### src/rtl/irfe_pkg.sv
// ----------------------------------------------------------------------------
// irfe_pkg - IR remote frame encoder package
// Protocol and status codes, timing constants and controller/datapath links.
// ----------------------------------------------------------------------------
`default_nettype none

package irfe_pkg;

  // Protocol codes
  localparam logic [3:0] PROTO_NEC      = 4'd0;
  localparam logic [3:0] PROTO_NECEXT   = 4'd1;
  localparam logic [3:0] PROTO_SAMSUNG  = 4'd2;
  localparam logic [3:0] PROTO_SIRC12   = 4'd3;
  localparam logic [3:0] PROTO_SIRC15   = 4'd4;
  localparam logic [3:0] PROTO_SIRC20   = 4'd5;
  localparam logic [3:0] PROTO_RCA      = 4'd6;
  localparam logic [3:0] PROTO_RC5      = 4'd7;
  localparam logic [3:0] PROTO_RC6      = 4'd8;
  localparam logic [3:0] PROTO_KASEIKYO = 4'd9;

  // Result status codes
  localparam logic [1:0] ST_OK     = 2'd0;
  localparam logic [1:0] ST_OVF    = 2'd1;
  localparam logic [1:0] ST_UNSUP  = 2'd2;

  // Register map
  localparam logic REG_MAX_DUR = 1'b0;

  // Reset value of the capacity register
  localparam logic [7:0] MAX_DUR_RESET = 8'd255;

  // Durations in microseconds
  localparam logic [13:0] T_9000 = 14'd9000;
  localparam logic [13:0] T_4500 = 14'd4500;
  localparam logic [13:0] T_2250 = 14'd2250;
  localparam logic [13:0] T_560  = 14'd560;
  localparam logic [13:0] T_1690 = 14'd1690;
  localparam logic [13:0] T_550  = 14'd550;
  localparam logic [13:0] T_1650 = 14'd1650;
  localparam logic [13:0] T_2400 = 14'd2400;
  localparam logic [13:0] T_600  = 14'd600;
  localparam logic [13:0] T_1200 = 14'd1200;
  localparam logic [13:0] T_4000 = 14'd4000;
  localparam logic [13:0] T_500  = 14'd500;
  localparam logic [13:0] T_1000 = 14'd1000;
  localparam logic [13:0] T_2000 = 14'd2000;
  localparam logic [13:0] T_3456 = 14'd3456;
  localparam logic [13:0] T_1728 = 14'd1728;
  localparam logic [13:0] T_432  = 14'd432;
  localparam logic [13:0] T_1296 = 14'd1296;
  localparam logic [13:0] T_2666 = 14'd2666;
  localparam logic [13:0] T_889  = 14'd889;
  localparam logic [9:0]  HALF_RC5 = 10'd889;
  localparam logic [9:0]  HALF_RC6 = 10'd444;

  // Half-bit counts of the Manchester frames
  localparam logic [5:0] NH_RC5 = 6'd28;
  localparam logic [5:0] NH_RC6 = 6'd44;

  // Commands from controller to datapath
  typedef struct packed {
    logic       load;        // capture a new message
    logic       restart;     // rewind the duration walker, latch count
    logic       run;         // step the duration walker
    logic       emit;        // walker feeds the result register
    logic       err_load;    // load an error result
    logic [1:0] err_code;
  } irfe_cmd_t;

  // Status from datapath to controller
  typedef struct packed {
    logic unsup;      // captured protocol is not supported
    logic gen_done;   // walker has produced every duration
    logic cnt_bad;    // duration count is zero or above capacity
    logic out_free;   // result register can take a result
    logic last_sent;  // final result loaded this cycle
  } irfe_sts_t;

endpackage

`default_nettype wire

### src/rtl/irfe_if.sv
// ----------------------------------------------------------------------------
// irfe_if - IR remote frame encoder channels
// Valid/ready channels for messages in and duration pairs out.
// ----------------------------------------------------------------------------
`default_nettype none

interface irfe_in_if;
  logic        valid;
  logic        ready;
  logic [3:0]  protocol;
  logic [23:0] address;
  logic [23:0] command;
  logic        repeat_req;

  modport source (output valid, protocol, address, command, repeat_req, input ready);
  modport sink   (input valid, protocol, address, command, repeat_req, output ready);
endinterface

interface irfe_out_if;
  logic        valid;
  logic        ready;
  logic [13:0] mark_us;
  logic [12:0] space_us;
  logic        last;
  logic [1:0]  status;

  modport source (output valid, mark_us, space_us, last, status, input ready);
  modport sink   (input valid, mark_us, space_us, last, status, output ready);
endinterface

`default_nettype wire

### src/rtl/irfe_ctrl.sv
// ----------------------------------------------------------------------------
// irfe_ctrl - IR remote frame encoder controller
// Sequences capture, counting pass, capacity check and emission pass.
// ----------------------------------------------------------------------------
`default_nettype none

module irfe_ctrl import irfe_pkg::*; (
  input  wire logic      clk,
  input  wire logic      rst_n,
  input  wire logic      in_fire,
  output logic           in_ready,
  output irfe_cmd_t      cmd,
  input  wire irfe_sts_t sts
);

  typedef enum logic [2:0] {S_IDLE, S_COUNT, S_CHECK, S_EMIT, S_ERR} state_t;

  state_t     state_r, state_nxt;
  logic [1:0] err_code_r, err_code_nxt;

  // Next state and commands
  always_comb begin
    state_nxt    = state_r;
    err_code_nxt = err_code_r;
    cmd          = '0;
    cmd.err_code = err_code_r;
    // no item is taken while reset is held
    in_ready     = (state_r == S_IDLE) && rst_n;
    case (state_r)
      S_IDLE: begin
        if (in_fire) begin
          cmd.load  = 1'b1;
          state_nxt = S_COUNT;
        end
      end
      S_COUNT: begin
        if (sts.unsup) begin
          err_code_nxt = ST_UNSUP;
          state_nxt    = S_ERR;
        end else if (sts.gen_done) begin
          state_nxt = S_CHECK;
        end else begin
          cmd.run = 1'b1;
        end
      end
      S_CHECK: begin
        if (sts.cnt_bad) begin
          err_code_nxt = ST_OVF;
          state_nxt    = S_ERR;
        end else begin
          cmd.restart = 1'b1;
          state_nxt   = S_EMIT;
        end
      end
      S_EMIT: begin
        cmd.run  = 1'b1;
        cmd.emit = 1'b1;
        if (sts.last_sent) state_nxt = S_IDLE;
      end
      S_ERR: begin
        if (sts.out_free) begin
          cmd.err_load = 1'b1;
          state_nxt    = S_IDLE;
        end
      end
      default: state_nxt = S_IDLE;
    endcase
  end

  // State register
  always_ff @(posedge clk) begin
    if (!rst_n) begin
      state_r    <= S_IDLE;
      err_code_r <= ST_OK;
    end else begin
      state_r    <= state_nxt;
      err_code_r <= err_code_nxt;
    end
  end

  // Error code is only ever one of the two failure codes in the error state
  a_err_code: assert property (@(posedge clk) disable iff (!rst_n)
    state_r == S_ERR |-> (err_code_r == ST_OVF || err_code_r == ST_UNSUP))
    else $error("irfe_ctrl: bad error code");
  // Emission never starts after a failed check
  a_check_ok: assert property (@(posedge clk) disable iff (!rst_n)
    (state_r == S_CHECK && sts.cnt_bad) |=> state_r == S_ERR)
    else $error("irfe_ctrl: emission after failed check");
  // A new message is taken only while idle
  a_load_idle: assert property (@(posedge clk) disable iff (!rst_n)
    cmd.load |-> state_r == S_IDLE)
    else $error("irfe_ctrl: load outside idle");

endmodule

`default_nettype wire

### src/rtl/irfe_dp.sv
// ----------------------------------------------------------------------------
// irfe_dp - IR remote frame encoder datapath
// Message capture, duration walker, mark/space pairing and result register.
// ----------------------------------------------------------------------------
`default_nettype none

module irfe_dp import irfe_pkg::*; (
  input  wire logic        clk,
  input  wire logic        rst_n,
  input  wire irfe_cmd_t   cmd,
  output irfe_sts_t        sts,
  input  wire logic [7:0]  max_dur,
  input  wire logic [3:0]  in_protocol,
  input  wire logic [23:0] in_address,
  input  wire logic [23:0] in_command,
  input  wire logic        in_repeat_req,
  output logic             out_valid,
  input  wire logic        out_ready,
  output logic [13:0]      out_mark_us,
  output logic [12:0]      out_space_us,
  output logic             out_last,
  output logic [1:0]       out_status
);

  typedef enum logic [2:0] {K_NONE, K_PD, K_SIRC, K_REP, K_MAN} kind_t;

  // Captured message
  logic [47:0] frame_bits_r, frame_bits_nxt;
  logic [43:0] half_r, half_nxt;
  logic [3:0]  proto_r;
  logic        rep_r;

  // Walker state
  logic [6:0]  j_r;       // durations produced so far
  logic [5:0]  mi_r;      // Manchester half index
  logic [2:0]  units_r;   // half-bits in current run
  logic        cur_r;     // level of current run
  logic [6:0]  cnt_r;     // total durations of the frame
  logic [13:0] mark_r;

  logic        out_valid_r;
  logic [13:0] out_mark_r;
  logic [12:0] out_space_r;
  logic        out_last_r;
  logic [1:0]  out_status_r;

  // Frame bits and Manchester levels for a new message
  always_comb begin
    logic [3:0]  ra;
    logic [7:0]  a8, c8;
    logic [23:0] raw;
    logic [13:0] v14;
    logic [15:0] v16;
    ra  = in_address[3:0];
    a8  = in_address[7:0];
    c8  = in_command[7:0];
    raw = {ra, c8, ~ra, ~c8};
    // start, S2, toggle (always 0), address, command
    v14 = {1'b1, ~in_command[6], 1'b0, in_address[4:0], in_command[5:0]};
    v16 = {a8, c8};
    frame_bits_nxt = '0;
    half_nxt       = '0;
    case (in_protocol)
      PROTO_NEC:    frame_bits_nxt = {16'd0, ~c8, c8, ~a8, a8};
      PROTO_NECEXT: frame_bits_nxt = {16'd0, in_command[15:0], in_address[15:0]};
      PROTO_SAMSUNG: frame_bits_nxt = {16'd0, ~c8, c8, a8, a8};
      PROTO_SIRC12, PROTO_SIRC15, PROTO_SIRC20:
        frame_bits_nxt = {17'd0, in_address, in_command[6:0]};
      PROTO_RCA: begin
        for (int i = 0; i < 24; i++) frame_bits_nxt[23 - i] = raw[i];
      end
      PROTO_RC5: begin
        frame_bits_nxt = {34'd0, v14};
        for (int i = 0; i < 14; i++) begin
          half_nxt[2*i]     = ~v14[13 - i];
          half_nxt[2*i + 1] = v14[13 - i];
        end
      end
      PROTO_RC6: begin
        frame_bits_nxt = {32'd0, v16};
        half_nxt[11:0] = 12'b1100_1010_1001;
        for (int i = 0; i < 16; i++) begin
          half_nxt[12 + 2*i] = v16[15 - i];
          half_nxt[13 + 2*i] = ~v16[15 - i];
        end
      end
      PROTO_KASEIKYO: frame_bits_nxt = {in_command, in_address};
      default: frame_bits_nxt = '0;
    endcase
  end

  // Protocol timing selection
  kind_t       kind;
  logic [13:0] hm, hs, mk, s0, s1, stp;
  logic [5:0]  nb;
  logic [5:0]  nh;
  logic [9:0]  half_us;
  always_comb begin
    kind = K_NONE;
    hm = T_9000; hs = T_4500; mk = T_560; s0 = T_560; s1 = T_1690; stp = T_560;
    nb = 6'd32; nh = NH_RC5; half_us = HALF_RC5;
    case (proto_r)
      PROTO_NEC, PROTO_NECEXT: kind = rep_r ? K_REP : K_PD;
      PROTO_SAMSUNG: begin
        kind = K_PD;
        hm = T_4500; mk = T_550; s0 = T_550; s1 = T_1650; stp = T_550;
      end
      PROTO_SIRC12: begin kind = K_SIRC; nb = 6'd12; end
      PROTO_SIRC15: begin kind = K_SIRC; nb = 6'd15; end
      PROTO_SIRC20: begin kind = K_SIRC; nb = 6'd20; end
      PROTO_RCA: begin
        kind = K_PD; nb = 6'd24;
        hm = T_4000; hs = T_4000; mk = T_500; s0 = T_1000; s1 = T_2000; stp = T_500;
      end
      PROTO_RC5: kind = K_MAN;
      PROTO_RC6: begin kind = K_MAN; nh = NH_RC6; half_us = HALF_RC6; end
      PROTO_KASEIKYO: begin
        kind = K_PD; nb = 6'd48;
        hm = T_3456; hs = T_1728; mk = T_432; s0 = T_432; s1 = T_1296; stp = T_432;
      end
      default: kind = K_NONE;
    endcase
  end

  // Duration walker: one duration per step for bit-timed protocols,
  // one half-bit per step for Manchester run merging
  logic        g_done, g_emit;
  logic [13:0] g_dur;
  logic [6:0]  k;
  logic        dbit;
  logic [6:0]  len;
  logic        lvl;
  logic [5:0]  mi_nxt;
  logic [2:0]  units_nxt;
  logic        cur_nxt;
  logic [13:0] run_us;
  always_comb begin
    k         = j_r - 7'd2;
    dbit      = frame_bits_r[k[6:1]];
    lvl       = half_r[mi_r];
    run_us    = 14'(units_r * half_us);
    len       = 7'd0;
    g_done    = 1'b0;
    g_emit    = 1'b0;
    g_dur     = '0;
    mi_nxt    = mi_r;
    units_nxt = units_r;
    cur_nxt   = cur_r;
    case (kind)
      K_REP: begin
        len   = 7'd3;
        g_dur = (j_r == 7'd0) ? T_9000 : (j_r == 7'd1) ? T_2250 : T_560;
      end
      K_PD: begin
        len = {nb, 1'b0} + 7'd3;
        if (j_r == 7'd0)                g_dur = hm;
        else if (j_r == 7'd1)           g_dur = hs;
        else if (k < {nb, 1'b0})        g_dur = !k[0] ? mk : (dbit ? s1 : s0);
        else                            g_dur = stp;
      end
      K_SIRC: begin
        len = {nb, 1'b0} + 7'd1;
        if (j_r == 7'd0)                g_dur = T_2400;
        else if (j_r == 7'd1 || k[0])   g_dur = T_600;
        else                            g_dur = dbit ? T_1200 : T_600;
      end
      default: len = 7'd0;
    endcase

    if (kind == K_MAN) begin
      if (proto_r == PROTO_RC6 && j_r < 7'd2 && mi_r == 6'd0) begin
        g_emit = 1'b1;
        g_dur  = (j_r == 7'd0) ? T_2666 : T_889;
      end else if (mi_r == nh) begin
        if (units_r != 3'd0 && cur_r) begin
          g_emit    = 1'b1;
          g_dur     = run_us;
          units_nxt = 3'd0;
        end else begin
          g_done = 1'b1;
        end
      end else begin
        mi_nxt = mi_r + 6'd1;
        if (units_r == 3'd0) begin
          if (lvl) begin
            cur_nxt   = 1'b1;
            units_nxt = 3'd1;
          end
        end else if (lvl == cur_r) begin
          units_nxt = units_r + 3'd1;
        end else begin
          g_emit    = 1'b1;
          g_dur     = run_us;
          cur_nxt   = lvl;
          units_nxt = 3'd1;
        end
      end
    end else begin
      g_done = (j_r == len);
      g_emit = !g_done;
    end
  end

  // Step control and result load
  logic       stall, adv, res_load, res_last;
  logic [6:0] last_idx;
  assign stall    = cmd.emit && out_valid_r && !out_ready;
  assign adv      = cmd.run && !stall && !g_done;
  assign last_idx = cnt_r - 7'd1;
  assign res_last = (j_r == last_idx);
  assign res_load = adv && cmd.emit && g_emit && (j_r[0] || res_last);

  assign sts.unsup     = (kind == K_NONE);
  assign sts.gen_done  = g_done;
  assign sts.cnt_bad   = (j_r == 7'd0) || ({1'b0, j_r} > max_dur);
  assign sts.out_free  = !out_valid_r || out_ready;
  assign sts.last_sent = res_load && res_last;

  // Message capture and walker registers
  always_ff @(posedge clk) begin
    if (!rst_n) begin
      frame_bits_r <= '0;
      half_r       <= '0;
      proto_r      <= '0;
      rep_r        <= 1'b0;
      j_r          <= '0;
      mi_r         <= '0;
      units_r      <= '0;
      cur_r        <= 1'b0;
      cnt_r        <= '0;
    end else begin
      if (cmd.load) begin
        frame_bits_r <= frame_bits_nxt;
        half_r       <= half_nxt;
        proto_r      <= in_protocol;
        rep_r        <= in_repeat_req;
      end
      if (cmd.load || cmd.restart) begin
        j_r     <= '0;
        mi_r    <= '0;
        units_r <= '0;
        cur_r   <= 1'b0;
      end else if (adv) begin
        mi_r    <= mi_nxt;
        units_r <= units_nxt;
        cur_r   <= cur_nxt;
        if (g_emit) j_r <= j_r + 7'd1;
      end
      if (cmd.restart) cnt_r <= j_r;
    end
  end

  // Held mark waiting for its space
  always_ff @(posedge clk) begin
    if (adv && cmd.emit && g_emit && !j_r[0]) mark_r <= g_dur;
  end

  // Result register
  always_ff @(posedge clk) begin
    if (!rst_n) begin
      out_valid_r <= 1'b0;
    end else if (res_load || cmd.err_load) begin
      out_valid_r <= 1'b1;
    end else if (out_ready) begin
      out_valid_r <= 1'b0;
    end
  end

  always_ff @(posedge clk) begin
    if (cmd.err_load) begin
      out_mark_r   <= '0;
      out_space_r  <= '0;
      out_last_r   <= 1'b1;
      out_status_r <= cmd.err_code;
    end else if (res_load) begin
      out_mark_r   <= j_r[0] ? mark_r : g_dur;
      out_space_r  <= j_r[0] ? g_dur[12:0] : 13'd0;
      out_last_r   <= res_last;
      out_status_r <= ST_OK;
    end
  end

  assign out_valid    = out_valid_r;
  assign out_mark_us  = out_mark_r;
  assign out_space_us = out_space_r;
  assign out_last     = out_last_r;
  assign out_status   = out_status_r;

  // Longest frame has 99 durations
  a_j_range: assert property (@(posedge clk) disable iff (!rst_n) j_r <= 7'd99)
    else $error("irfe_dp: duration index out of range");
  // Runs never exceed three half-bits
  a_units: assert property (@(posedge clk) disable iff (!rst_n) units_r <= 3'd3)
    else $error("irfe_dp: run too long");
  // Error results carry no duration and end the message
  a_err_res: assert property (@(posedge clk) disable iff (!rst_n)
    (out_valid_r && out_status_r != ST_OK) |-> (out_mark_r == 14'd0 && out_last_r))
    else $error("irfe_dp: malformed error result");
  // A result is never loaded over one that is still waiting
  a_no_drop: assert property (@(posedge clk) disable iff (!rst_n)
    (res_load || cmd.err_load) |-> (!out_valid_r || out_ready))
    else $error("irfe_dp: result overwritten");

endmodule

`default_nettype wire

### src/rtl/ir_remote_frame_encoder_unit.sv
// ----------------------------------------------------------------------------
// ir_remote_frame_encoder_unit - IR remote frame encoder top level
// Turns one remote message into mark/space duration pairs.
// ----------------------------------------------------------------------------
// Flow (frames of up to 99 durations): the message is captured, the single duration
//   walker runs once to count, the count is checked against capacity, and the walker
//   runs again to emit; Manchester passes take one step per half-bit (28 or 44) plus
//   one per leader or closing run; emission holds while the output stalls. Messages
//   are taken one at a time; a failed check or bad protocol gives an error result.
// Reset: synchronous active-low; capacity register returns to 255.
// ----------------------------------------------------------------------------
`default_nettype none

module ir_remote_frame_encoder_unit import irfe_pkg::*; #(
  parameter logic [7:0] MaxDurReset = MAX_DUR_RESET
) (
  input  wire logic        clk,
  input  wire logic        rst_n,
  irfe_in_if.sink          in_ch,
  irfe_out_if.source       out_ch,
  input  wire logic        cfg_psel,
  input  wire logic        cfg_penable,
  input  wire logic        cfg_pwrite,
  input  wire logic [2:0]  cfg_paddr,
  input  wire logic [31:0] cfg_pwdata,
  output logic [31:0]      cfg_prdata,
  output logic             cfg_pready
);

  irfe_cmd_t  cmd;
  irfe_sts_t  sts;
  logic [7:0] max_dur_r;
  logic       in_fire;

  // Capacity register
  always_ff @(posedge clk) begin
    if (!rst_n) begin
      max_dur_r <= MaxDurReset;
    end else if (cfg_psel && cfg_penable && cfg_pwrite && cfg_paddr[2] == REG_MAX_DUR) begin
      max_dur_r <= cfg_pwdata[7:0];
    end
  end

  assign cfg_pready = 1'b1;
  assign cfg_prdata = (cfg_paddr[2] == REG_MAX_DUR) ? {24'd0, max_dur_r} : 32'd0;

  assign in_fire = in_ch.valid && in_ch.ready;

  irfe_ctrl u_ctrl (
    .clk      (clk),
    .rst_n    (rst_n),
    .in_fire  (in_fire),
    .in_ready (in_ch.ready),
    .cmd      (cmd),
    .sts      (sts)
  );

  irfe_dp u_dp (
    .clk           (clk),
    .rst_n         (rst_n),
    .cmd           (cmd),
    .sts           (sts),
    .max_dur       (max_dur_r),
    .in_protocol   (in_ch.protocol),
    .in_address    (in_ch.address),
    .in_command    (in_ch.command),
    .in_repeat_req (in_ch.repeat_req),
    .out_valid     (out_ch.valid),
    .out_ready     (out_ch.ready),
    .out_mark_us   (out_ch.mark_us),
    .out_space_us  (out_ch.space_us),
    .out_last      (out_ch.last),
    .out_status    (out_ch.status)
  );

endmodule

`default_nettype wire

### src/flat_wrapper.sv
// flat-port wrapper written by rule: the top's interface ports become plain ports
module ir_remote_frame_encoder_unit_flat import irfe_pkg::*;
#(
  parameter logic [7:0] MaxDurReset = MAX_DUR_RESET
)
  (clk, rst_n, cfg_psel, cfg_penable, cfg_pwrite, cfg_paddr, cfg_pwdata, cfg_prdata, cfg_pready, in_ch_valid, in_ch_protocol, in_ch_address, in_ch_command, in_ch_repeat_req, in_ch_ready, out_ch_valid, out_ch_mark_us, out_ch_space_us, out_ch_last, out_ch_status, out_ch_ready);
  irfe_in_if in_ch_i ();
  irfe_out_if out_ch_i ();
  input  wire logic clk;
  input  wire logic rst_n;
  input  wire logic cfg_psel;
  input  wire logic cfg_penable;
  input  wire logic cfg_pwrite;
  input  wire logic [2:0] cfg_paddr;
  input  wire logic [31:0] cfg_pwdata;
  output logic [31:0] cfg_prdata;
  output logic cfg_pready;
  input wire logic [$bits(in_ch_i.valid)-1:0] in_ch_valid;
  input wire logic [$bits(in_ch_i.protocol)-1:0] in_ch_protocol;
  input wire logic [$bits(in_ch_i.address)-1:0] in_ch_address;
  input wire logic [$bits(in_ch_i.command)-1:0] in_ch_command;
  input wire logic [$bits(in_ch_i.repeat_req)-1:0] in_ch_repeat_req;
  output wire logic [$bits(in_ch_i.ready)-1:0] in_ch_ready;
  output wire logic [$bits(out_ch_i.valid)-1:0] out_ch_valid;
  output wire logic [$bits(out_ch_i.mark_us)-1:0] out_ch_mark_us;
  output wire logic [$bits(out_ch_i.space_us)-1:0] out_ch_space_us;
  output wire logic [$bits(out_ch_i.last)-1:0] out_ch_last;
  output wire logic [$bits(out_ch_i.status)-1:0] out_ch_status;
  input wire logic [$bits(out_ch_i.ready)-1:0] out_ch_ready;
  assign in_ch_i.valid = in_ch_valid;
  assign in_ch_i.protocol = in_ch_protocol;
  assign in_ch_i.address = in_ch_address;
  assign in_ch_i.command = in_ch_command;
  assign in_ch_i.repeat_req = in_ch_repeat_req;
  assign in_ch_ready = in_ch_i.ready;
  assign out_ch_valid = out_ch_i.valid;
  assign out_ch_mark_us = out_ch_i.mark_us;
  assign out_ch_space_us = out_ch_i.space_us;
  assign out_ch_last = out_ch_i.last;
  assign out_ch_status = out_ch_i.status;
  assign out_ch_i.ready = out_ch_ready;
  ir_remote_frame_encoder_unit #(.MaxDurReset(MaxDurReset)) u_core (.clk(clk), .rst_n(rst_n), .in_ch(in_ch_i), .out_ch(out_ch_i), .cfg_psel(cfg_psel), .cfg_penable(cfg_penable), .cfg_pwrite(cfg_pwrite), .cfg_paddr(cfg_paddr), .cfg_pwdata(cfg_pwdata), .cfg_prdata(cfg_prdata), .cfg_pready(cfg_pready));
endmodule
### config.mk
export PLATFORM = sky130hd
export DESIGN_NAME = ir_remote_frame_encoder_unit_flat
export DESIGN_NICKNAME = d
export VERILOG_FILES = /design/src/rtl/irfe_pkg.sv /design/src/rtl/irfe_if.sv /design/src/rtl/irfe_ctrl.sv /design/src/rtl/irfe_dp.sv /design/src/rtl/ir_remote_frame_encoder_unit.sv /design/src/flat_wrapper.sv
export SDC_FILE = /design/constraint.sdc
export NUM_CORES = 1
export LEC_CHECK = 0
export BUFFER_PORTS_ARGS = -buffer_cell sky130_fd_sc_hd__buf_2
export CORE_ASPECT_RATIO = 1.5
export CORE_MARGIN = 2
export CORE_UTILIZATION = 34
export CTS_CLUSTER_SIZE = 8
export DETAILED_ROUTE_END_ITERATION = 16
export GPL_TIMING_DRIVEN = 0
export HOLD_SLACK_MARGIN = 0.05
export SYNTH_ARGS = -nofsm -noshare
export SYNTH_HDL_FRONTEND = slang
export SYNTH_HIERARCHICAL = 1
export SYNTH_SLANG_ARGS = --single-unit
### constraint.sdc
create_clock -name clk -period 4.4 [get_ports clk]
set_clock_uncertainty 0.15 [all_clocks]
set_input_delay 0.22 -clock clk [delete_from_list [all_inputs] [get_ports clk]]
set_output_delay 0.22 -clock clk [all_outputs]
set_load 0.1 [all_outputs]
==> flow_summary_export.csv <==
group,metric,value,unit
global_routing,grt_max_degree,18,
cells_and_area,seq_area,3709,um2
outcome,status,"finished clean",
min_path,hold_path.class,"input port to flop",
power,vdd_drop_max,150.7,uV
sta,relSlewSlack,32.90,%
cells_and_area,final_net_count,1751,
setup_path,timing.rr.start,"u_core/u_dp/proto_r[0]",
place,place_area,13180,um2
logic_synthesis,ys_types,90,
logic_synthesis,ys_seq_elements,177,
floorplan,row_count,84,
setup_path,critPathMostFrequentCell,"buf_4",
place,dp_hpwl,29640,um
clock_network,cts_inserted_buffers,17,
clock_network,clock_path_buffers,2,
floorplan,die_area,36840,um2
clock_network,insertion_delay,0.45,ns
setup_path,endpoint_kind,"flop",
logic_synthesis,synth_area_leader_cell,"dfxtp_1",
logic_synthesis,avgSynthCellArea,8.445,um2
sta,setup_tns,0,ns
power,finalPower,3938,uW
logic_synthesis,yosysMostFrequentCell,"dfxtp_1",
floorplan,die_x,157.4,um
route,viasPerCell,5.436,
setup_path,crit_fanout,14,
global_routing,first_global_vias,11240,
cells_and_area,fin_area,14520,um2
clock_network,root_buffer,"clkbuf_16",
power,leakage,0.005809,uW
logic_synthesis,ys_warn_count,6,
sta,timing.final.crit_share,96.96,%
logic_synthesis,synth_edf_count,16,
floorplan,core-area,34890,um2
setup_path,worst_r2r_path_depth,18,
setup_path,crit_path_max_incr_delay,0.41,ns
sta,drv_slew,0,
cells_and_area,final_cell_count_no_fill,2099,
setup_path,r2r-end,"u_core/u_dp/mark_r[11]",
route,vias,11410,
setup_path,crit_chain,"clkbuf_4 > nand3b_1 > a21oi_4 > ha_1 > and4_1 > a311oi_2 > xnor2_1 > nor4_4 > o21bai_1 > buf_4 > nor2_1 > o21a_1 > o21ai_2 > a211oi_4 > o211ai_1 > buf_4 > nor2_4 > buf_12",
power,seq_power_share,42.5,%
logic_synthesis,synth_cells,1421,
cells_and_area,multiInputGateArea,7674,um2
min_path,min_from,"in_ch_address[19]",
global_routing,grt_usage,21.50,%
clock_network,htreeDepth,4,
logic_synthesis,yosysSeqAreaShare,30.86,%
cells_and_area,fillers,3554,
sta,tightest_slew,0.9812,ns
global_routing,antenna_found_initial,0,
floorplan,pin_count,160,
logic_synthesis,async_flop_share,0,%
power,swShare,30.97,%
power,p_sw,1220,uW
setup_path,arrival,4.26,ns
power,p_clk_share,37.7,%
power,pwr_density_cell,271.3,nW/um2
logic_synthesis,synthFlopType,"dfxtp_1",
setup_path,slowest_stage,"a211oi_4",
sta,period_needed,4.266,ns
min_path,min_to,"u_core/u_dp/frame_bits_r[26]",
route,drtAntennaViolNets,0,
logic_synthesis,syn_area,12000,um2
global_routing,grt_pass1_wl,61540,um
power,p_int,2719,uW
route,routed_wl,39430,um
floorplan,die_h,234.1,um
sta,worst_slack,0.1336,ns
clock_network,cts_tree,"done",
setup_path,critPathKind,"flop to flop",
min_path,hold-path-cell-count,4,
route,firstDrtPassIters,8,
logic_synthesis,yosys-top-cells-area,"dfxtp_1 (27%), mux2i_1 (4.7%), edfxtp_1 (4.0%)",
clock_network,cts.sinks,177,
cells_and_area,syn2layout_area_growth,20.99,%
setup_path,critPathLaunchType,"flop",
route,wl_per_cell,18.78,um
clock_network,clkTransAtPathRegs,0.07,ns
setup_path,reg2reg_slack,0.13,ns
place,portBuffers,99,
place,place_inst,2016,
floorplan,initial_core_util,34.39,%
power,comb_power_share,19.9,%
run,cap_viol_max_count,0,
logic_synthesis,yosys.area.top_type_share,26.86,%
route,drcViolationCount,0,
global_routing,overflow,0,
setup_path,worst_ep_required_time,4.40,ns
cells_and_area,diodes,0,
route,drt_iter0_markers,924,
logic_synthesis,synth_common_cells,"dfxtp_1 (161), nor2_1 (99), clkbuf_1 (87)",
sta,hold_viol_final,0,
cells_and_area,drive_above_1_share,17.65,%
place,dp_worst_setup_slack,-1.804,ns
sta,max_freq,234.4,MHz
place,globalplace.congestion,0.9163,
sta,setup_viol,0,
cell families after synthesis:
logic type / after synthesis / synth area share (%)
AO/OA/AOI/OAI: 367 / 22.23
XOR/XNOR: 40 / 2.919
adder cells (fa/ha/maj): 41 / 4.650
buffers and inverters: 212 / 7.736
flip-flops: 177 / 30.86
multiplexers: 79 / 8.612
other: 3 / 0.09383
AND/OR/NAND/NOR: 502 / 22.90
cells in the final DEF, fill, tap and decap left out, types with 41 or more instances in the layout:
cell type  count
o21ai_0       41
dfxtp_1      159
mux2i_1       56
clkbuf_1      80
buf_2        109
nand3_1       42
nand2_1       72
nor2b_1       72
inv_1         62
and2_1        47
buf_4         47
nor2_1        98
a21oi_1       64
nand2b_1      46
metal layers:
layer	vias to the layer above	routed length (um)	track usage (%)
li1	5455	-	-
met1	5443	15190	23.90
met2	422	20490	39.75
met3	90	1901	2.791
met4	0	1847	10.80
met5	-	0	0
layout make-up:
class	instances	share of cell area, %
Clock inverter	8	0.4567
Inverter	66	1.706
Clock buffer	22	3.413
Buffer	145	5.050
Tap cell	473	4.076
Multi-Input combinational cell	1055	52.85
Timing Repair Buffer	153	6.903
Sequential cell	177	25.54
through the flow:
| stage | utilization [%] | hold slack, ns |
|---|---|---|
| after floorplan | - | 0.1875 |
| final | 41.61 | 0.08844 |
| after global routing | 41.61 | 0.08131 |
| after global placement | 37.78 | 0.2847 |
| after detailed placement | 37.78 | 0.2952 |
| after CTS | 41.04 | 0.06348 |
worst max path at each step:
| stage | startpoint | end | slack (ns) |
|---|---|---|---|
| after floorplan | u_core/u_dp/j_r[1] | u_core/u_dp/mark_r[0] | 0.17 |
| after global placement | u_core/u_dp/j_r[1] | u_core/u_dp/out_space_us[12] | -1.85 |
| after detailed placement | u_core/u_dp/j_r[1] | u_core/u_dp/out_space_us[11] | -1.80 |
| after CTS | u_core/u_dp/proto_r[3] | u_core/u_dp/out_mark_us[1] | 0.008 |
| after global routing | u_core/u_dp/proto_r[0] | u_core/u_dp/mark_r[11] | -0.0005 |
| final | u_core/u_dp/proto_r[0] | u_core/u_dp/mark_r[11] | 0.13 |
power by group through the flow:
stage	Sequential [uW]	Combinational [uW]	Clock [uW]
after floorplan	1710	520	0
after global placement	1710	719	0
after detailed placement	1710	723	0
after CTS	1670	764	1520
after global routing	1680	835	1570
final	1670	782	1480
worst max-delay path, delay by kind of cell (launching register included):
family                     cells  cell delay, ns
adders and majority gates      1            0.26
xor gates and xnor gates       1            0.21
DFF                            1            0.38
AOI/OAI and AO/OA              7            1.58
buffers and inverters          4            0.74
and+or+nand+nor                5            0.65
flip-flops by register name, summed over array words and instances (netlist names), 4 cells and up:
signal and flops:
u_core/u_dp/j_r 7, u_core/u_dp/proto_r 4, u_core/u_dp/frame_bits_r 48, u_core/u_dp/mark_r 14, u_core/max_dur_r 8, u_core/u_dp/out_space_us 13
u_core/u_dp/cnt_r 7, u_core/u_dp/half_r 42, u_core/u_dp/mi_r 6, u_core/u_dp/out_mark_us 14
what timing repair did:
item                                   in CTS  in global routing
pin swaps                                   7                  9
gates resized for setup                    45                 28
endpoints found under the hold margin      40                  0
cloned                                      0                  0
setup buffers                               9                 11
setup endpoints to repair                  80                 61
hold buffers                               34                  0
(Power assumes the default switching activity.)
